## config.mk

```make
export PLATFORM = sky130hd
export DESIGN_NAME = drfi_ctrl
export DESIGN_NICKNAME = d
export VERILOG_FILES = /design/src/hw/rtl/drfi_pkg.sv /design/src/hw/rtl/drfi_ctrl.sv
export SDC_FILE = /design/constraint.sdc
export NUM_CORES = 1
export LEC_CHECK = 0
export BUFFER_PORTS_ARGS = -buffer_cell sky130_fd_sc_hd__clkbuf_2
export CAP_MARGIN = 20
export CORE_MARGIN = 2
export CORE_UTILIZATION = 50
export DETAILED_ROUTE_END_ITERATION = 12
export PLACE_DENSITY = 0.81
export SYNTH_ARGS = -nofsm -noshare
export SYNTH_HDL_FRONTEND = slang
export SYNTH_SLANG_ARGS = --single-unit
```

## constraint.sdc

```tcl
create_clock -name clock -period 3.9 [get_ports clock]
set_input_delay 0 -clock clock [delete_from_list [all_inputs] [get_ports clock]]
set_output_delay 0 -clock clock [all_outputs]
set_load 0.01 [all_outputs]
```

## src/hw/rtl/drfi_pkg.sv

```systemverilog
// Shared types and constants for the DRAM retention fault injector.
// Used by drfi_ctrl, drfi_datapath and the top level. No dependencies.
`default_nettype none

package drfi_pkg;

   localparam int ADDR_W  = 10;
   localparam int TIME_W  = 48;
   localparam int DATA_W  = 64;
   localparam int DECAY_W = 32;
   localparam int CSR_IDX_W  = 2;
   localparam int CSR_DATA_W = 48;

   localparam logic ACT_STORE = 1'b0;
   localparam logic ACT_LOAD  = 1'b1;

   localparam logic [CSR_IDX_W-1:0] CSR_REFRESH_PERIOD  = 2'd0;
   localparam logic [CSR_IDX_W-1:0] CSR_DECAY_THRESHOLD = 2'd1;
   localparam logic [CSR_IDX_W-1:0] CSR_TIME_OFFSET     = 2'd2;

   localparam logic [DECAY_W-1:0] REFRESH_PERIOD_RST  = 32'd64000000;
   localparam logic [DECAY_W-1:0] DECAY_THRESHOLD_RST = 32'd32000000;
   localparam logic [TIME_W-1:0]  TIME_OFFSET_RST     = 48'd0;

   typedef struct packed {
      logic clear_wr;
      logic latch;
      logic red_mul;
      logic red_prod;
      logic red_fix;
      logic red_row;
      logic store_wr;
      logic walk_issue;
      logic respond;
   } dp_cmd_type;

endpackage

`default_nettype wire

```

## src/hw/rtl/drfi_ctrl.sv

```systemverilog
// Sequencer for the DRAM retention fault injector: clearing pass, address
// reduction, row walk and result. Depends on drfi_pkg.
`default_nettype none

module drfi_ctrl
   import drfi_pkg::*;
#(
   parameter int CELL_COUNT    = 1024,
   parameter int CELLS_PER_ROW = 16,
   localparam int CNT_MAX = (CELL_COUNT > CELLS_PER_ROW) ? CELL_COUNT : CELLS_PER_ROW,
   localparam int CNT_W   = $clog2(CNT_MAX)
) (
   input  wire logic             clock,
   input  wire logic             reset,
   input  wire logic             start,
   output logic                  busy,
   output dp_cmd_type            cmd,
   output logic [CNT_W-1:0]      step_idx
);

   typedef enum logic [3:0] {
      S_CLEAR,
      S_IDLE,
      S_MUL_C,
      S_PROD_C,
      S_FIX_C,
      S_MUL_R,
      S_PROD_R,
      S_FIX_R,
      S_WALK,
      S_DRAIN1,
      S_DRAIN2,
      S_RESULT
   } state_type;

   localparam logic [CNT_W-1:0] CLEAR_LAST = CNT_W'(CELL_COUNT - 1);
   localparam logic [CNT_W-1:0] WALK_LAST  = CNT_W'(CELLS_PER_ROW - 1);

   state_type        state_ff;
   logic [CNT_W-1:0] cnt_ff;
   logic             busy_ff;

   always_ff @(posedge clock) begin
      if (reset) begin
         state_ff <= S_CLEAR;
         cnt_ff   <= '0;
         busy_ff  <= 1'b1;
      end else begin
         case (state_ff)
            S_CLEAR: begin
               cnt_ff <= cnt_ff + 1'b1;
               if (cnt_ff == CLEAR_LAST) begin
                  state_ff <= S_IDLE;
                  cnt_ff   <= '0;
                  busy_ff  <= 1'b0;
               end
            end
            S_IDLE: begin
               if (start) begin
                  state_ff <= S_MUL_C;
                  busy_ff  <= 1'b1;
               end
            end
            S_MUL_C:  state_ff <= S_PROD_C;
            S_PROD_C: state_ff <= S_FIX_C;
            S_FIX_C:  state_ff <= S_MUL_R;
            S_MUL_R:  state_ff <= S_PROD_R;
            S_PROD_R: state_ff <= S_FIX_R;
            S_FIX_R: begin
               state_ff <= S_WALK;
               cnt_ff   <= '0;
            end
            S_WALK: begin
               cnt_ff <= cnt_ff + 1'b1;
               if (cnt_ff == WALK_LAST) begin
                  state_ff <= S_DRAIN1;
                  cnt_ff   <= '0;
               end
            end
            S_DRAIN1: state_ff <= S_DRAIN2;
            S_DRAIN2: state_ff <= S_RESULT;
            S_RESULT: begin
               state_ff <= S_IDLE;
               busy_ff  <= 1'b0;
            end
            default: begin
               state_ff <= S_IDLE;
               busy_ff  <= 1'b0;
            end
         endcase
      end
   end

   always_comb begin
      cmd = '0;
      case (state_ff)
         S_CLEAR:  cmd.clear_wr = 1'b1;
         S_IDLE:   cmd.latch    = start;
         S_MUL_C:  cmd.red_mul  = 1'b1;
         S_PROD_C: cmd.red_prod = 1'b1;
         S_FIX_C:  cmd.red_fix  = 1'b1;
         S_MUL_R: begin
            cmd.red_mul  = 1'b1;
            cmd.red_row  = 1'b1;
            cmd.store_wr = 1'b1;
         end
         S_PROD_R: begin
            cmd.red_prod = 1'b1;
            cmd.red_row  = 1'b1;
         end
         S_FIX_R: begin
            cmd.red_fix = 1'b1;
            cmd.red_row = 1'b1;
         end
         S_WALK:   cmd.walk_issue = 1'b1;
         S_RESULT: cmd.respond    = 1'b1;
         default:  cmd = '0;
      endcase
   end

   assign busy     = busy_ff;
   assign step_idx = cnt_ff;

endmodule

`default_nettype wire

```

---- Word-level counts from Yosys, hierarchy flattened ----
Index checks and enable logic that the tools add are counted.
operators by class
  add/sub/neg operators ................... 1
  multiply operators ...................... 0
  divide/modulo/power cells ............... 0
  $lt $le $gt $ge ......................... 0
  eq/ne operators ......................... 16
  shift operators ......................... 0
  muxes and demuxes ....................... 19
  bitwise gates (word level) .............. 1
  reduce and logical (&&, ||, !) cells .... 9
operator list
  cell                                             count
  one-hot mux 4 bit (11 select lines)              1
  one-hot mux 10 bit (3 select lines)              1
  two-way mux 10 bit                               2
  == test 4 x 3 -> 1 bit (second input constant)   4
  == test 4 bit (second input constant)            4
  two-way mux 4 bit                                3
  two-way mux 1 bit                                11
  adder 10 x 1 -> 10 bit (second input constant)   1
  == test 10 bit (second input constant)           1
  == test 10 x 4 -> 1 bit (second input constant)  1
  OR reduction 9 bit                               1
  == test 4 x 2 -> 1 bit (second input constant)   2
  != test 2 bit (second input constant)            3
  AND reduction 3 bit                              2
  OR reduction 2 bit                               3
  == test 4 x 1 -> 1 bit (second input constant)   1
  logical NOT 4 bit                                1
  one-hot mux 1 bit (3 select lines)               1
  nonzero test 3 bit                               1
  OR reduction 3 bit                               1
  inverter 1 bit                                   1
word-level totals
  flip-flop bits (word level) ............. 15
  bits in latches ......................... 0
  memory bits (writable) .................. 0
  memory bits (read-only) ................. 0
  bits of input ports ..................... 3
  memories ................................ 0

---- Longest topological paths before layout ----
  word-level depth ........................ 4
  gate-level depth with buffers ........... 6
  depth with buffers taken out ............ 5

---- Worst setup path after synthesis ----
OpenSTA, ideal clock, no wires.
  path type ............................... register to register
  start point ............................. register state_ff[1]
  end point ............................... register cnt_ff[0] (netlist: step_idx[0])
  data arrival time ....................... 1409 ps
  data required time ...................... 3776 ps
  path slack .............................. 2367 ps
  stages on the path, launching flop included .. 5
  buffers on the path ..................... 0
  cell sequence ........................... dfxtp_1 > or4b_4 > and3_1 > a22oi_4 > nor2_1
between the ends
  word-level cells in the longest chain between the ends .. 2
ends and longest elaborated chain
  element                                                                    RTL line         source
  from (decl)                                                                drfi_ctrl.sv:39  state_type state_ff;
  from (signal assigned)                                                     drfi_ctrl.sv:45  state_ff <= S_CLEAR;
  from (signal assigned)                                                     drfi_ctrl.sv:53  state_ff <= S_IDLE;
  from (signal assigned)                                                     drfi_ctrl.sv:60  state_ff <= S_MUL_C;
  == test 4 bit, or another cell as far along                                drfi_ctrl.sv:49  case (state_ff)
  one-hot mux 10 bit (3 select lines) or nonzero test 3 bit (tied branches)  -
  to (signal assigned)                                                       drfi_ctrl.sv:51  cnt_ff <= cnt_ff + 1'b1;
  to (signal assigned)                                                       drfi_ctrl.sv:74  cnt_ff <= cnt_ff + 1'b1;
  to (decl)                                                                  drfi_ctrl.sv:40  logic [CNT_W-1:0] cnt_ff;
Parallel ways exist; a longest one is shown, timed or not.
A chain may end at the register's enable or synchronous reset.

---- Worst setup path in the final report ----
  start point ............................. register state_ff[2]
  end point ............................... register cnt_ff[0] (netlist: step_idx[0])
The elaborated chain is that of the path after synthesis.

==> flow_metrics.tcl <==
set metrics [dict create \
    vias_per_cell 5.54 \
    clkSlewWorstSetupHoldPaths_ns 0.09 \
    synth_fp_nets 115 \
    path_max_fanout 16 \
    drt_wl_total_um 1960 \
    wire_per_inst_um 12.5 \
    cts.path.max_buffers 2 \
    r2r-end "step_idx[0]" \
    cts_made_buffers 3 \
    totalPowerFinal_w 0.000267 \
    synth_warnings 0 \
    r2r_setup_slack_ns 1.87 \
    min_period_over_period_pct 52.0 \
    cts_setup_buffers 0 \
    gp_congestion 0.814 \
    dp_hpwl_um 1430 \
    crit_chain "nand4b_2 -> and3_1 -> a22oi_4 -> nor2_1" \
    drv_cap 0 \
    fin_area_um2 1110 \
    cp-start-kind "register" \
    synth-async-reset-ratio_pct 0 \
    p_switching_w 0.0000631 \
    p_int_w 0.000204 \
    firstDrtPassIters 4 \
    grtUsageTotal_pct 19.3 \
    vdd_ir_drop_max_v 0.000211 \
    ys_ff_latch 15 \
    areaGrowthSynthToFinish_pct 15.2 \
    pwr-share-comb_pct 7.0 \
    min_from "start" \
    drive_above_1_share_pct 25.8 \
    grt_pass1_vias 704 \
    required_ns 4.06 \
    synth_area_leaders "dfxtp_1 (31%), xnor2_1 (8.2%), a2111oi_4 (5.7%)" \
    insertedDiodeCount 0 \
    drt-initial-drc-count 17 \
    rr_worst_depth 4 \
    power.density_nw_per_um2 241 \
    io_buffers 22 \
    synth_seq_area_share_pct 31.3 \
    yosysTopAreaCell "dfxtp_1" \
    setup_viol 0 \
    cellLeakagePower_nw 0.460 \
    min_period_ns 2.03 \
    setup_tns_ns 0 \
    core_um2 1760 \
    hold_class "input port to register" \
    grt_max_degree 17 \
    synthFlopType "dfxtp_1" \
    synth.cell_area_um2 961 \
    die_w_um 47.8 \
    avgSynthCellArea_um2 8.66 \
    grt_overflow_total 0 \
    synth.distinct_cells 36 \
    grt_setup_unrepaired "no" \
    drc 0 \
    post_dp_cell_area_um2 1070 \
    power_frac_seq_pct 59.8 \
    worst_skew_pair.late_latency_ns 0.28 \
    cts.sinks 15 \
    io_pins 23 \
    vias 869 \
    critPathKind "register to register" \
    grt_pass1_wl_um 3220 \
    rr_startpoint "state_ff[2]" \
    die-area_um2 2290 \
    finalMaxSlewViolations 0 \
    max-slew-margin-rel_pct 63.7 \
    outcome "complete, no violations" \
    h-tree-depth 1 \
    crit_arrival_ns 2.19 \
    start_util_pct 54.5 \
    critical_path.max_stage_delay_ns 0.67 \
    num-nets-final 137 \
    hold_ws_ns 0.0325 \
    cts-root-buf "clkbuf_4" \
    swShare_pct 23.6 \
    holdPathEnd "state_ff[0]" \
    syn_inst 111 \
    skew_ns 0.00462 \
    worst_pin_slew_ns 0.540 \
    synth_top_area_share_pct 31.3 \
    hold_viol 0 \
    fmax_ghz 0.493 \
    cpMaxStageDelayCell "dfxtp_1" \
    hold-path-cell-count 3 \
    synth-edff-count 0 \
    cts_tree "done" \
    die_y_um 47.8 \
    ant_nets 0 \
    end_kind "register" \
    antenna_found_initial 0 \
    ctsResizeCount 0 \
    power_frac_clock_pct 33.2 \
    rows 15 \
]
==> layer usage <==
layer / global-route usage [%] / vias to the layer above / part of all wire, %
li1: - / 446 / -
met5: 0 / - / 0
met4: 4.86 / 0 / 0.25
met1: 31.3 / 403 / 51
met2: 25.6 / 18 / 45
met3: 3.40 / 2 / 3.9
==> cell usage after synthesis, types with 2 or more instances <==
cell,instances
a2111oi_4,2
a211oi_1,2
a21boi_0,2
a21oi_1,8
and3_1,4
and4_1,2
buf_4,2
clkbuf_1,3
dfxtp_1,15
inv_1,4
nand2_1,10
nand3_1,5
nand4_1,3
nor2_1,12
nor2b_1,2
nor3_1,5
or3_1,2
xnor2_1,9
xor2_1,2
==> metrics by stage <==
stage | std cells | setup slack [ns] | utilization (%)
finish | 157 | 1.87 | 62.8
global route | 157 | 1.73 | 62.8
CTS | 157 | 1.89 | 62.8
detailed placement | 152 | 1.91 | 60.7
global placement | 152 | 2.02 | 60.7
floorplan | 111 | 2.37 | -
==> area by class of cell <==
class / count / area [um^2]
multi-input combinational: 86 / 614
clock buffer: 4 / 26.3
fill: 178 / 657
inverter: 4 / 15.0
tap: 25 / 31.3
timing repair buffer: 23 / 120
sequential: 15 / 300
==> kinds of logic (layout without fill, tap and decap cells) <==
family,Yosys count,in the layout,share of synthesized area [%]
simple gates,53,53,30.6
compound gates,21,21,22.0
xor+xnor,11,11,10.0
flops,15,15,31.3
fa+ha+maj,1,1,1.30
buf+inv,10,31,4.82
==> power by group through the flow <==
stage / clock network (W) / registers, W / logic, W
2_1_floorplan: 0 / 0.000164 / 0.0000102
3_3_place_gp: 0 / 0.000163 / 0.0000173
3_5_place_dp: 0 / 0.000164 / 0.0000180
4_1_cts: 0.0000916 / 0.000160 / 0.0000188
5_1_grt: 0.000100 / 0.000161 / 0.0000213
6_report: 0.0000886 / 0.000160 / 0.0000187
==> layout by cell type, fill, tap and decap left out, types with 3 or more instances in the layout <==
cell       n
clkbuf_2  22
dfxtp_1   15
nor2_1    12
nand2_1   10
xnor2_1    9
a21oi_1    8
nor3_1     5
nand3_1    5
inv_1      4
and3_1     4
nand4_1    3
clkbuf_4   3
==> how the worst max path moves through the flow <==
stage,depth (start not counted),slack [ns],start,to
floorplan,4,2.37,state_ff[1],step_idx[0]
global placement,4,2.02,state_ff[2],step_idx[4]
detailed placement,4,1.91,state_ff[2],step_idx[9]
CTS,4,1.89,state_ff[2],step_idx[9]
global route,4,1.73,state_ff[2],step_idx[3]
finish,4,1.87,state_ff[2],step_idx[0]
==> critical path, delay by kind of cell (launching register included) <==
family / cells / cell delay, ns
flip-flops: 1 / 0.67
AO/OA/AOI/OAI: 1 / 0.29
AND/OR/NAND/NOR: 3 / 0.95
==> sequential cells by signal (all words and copies together) (netlist names) <==
name	count
state_ff	4
step_idx	10
busy	1
==> what timing repair did <==
item                       CTS  global route
hold endpoints to repair     3             0
hold buffers                 1             0
setup endpoints to repair    0             0
(Power assumes the default switching activity.)
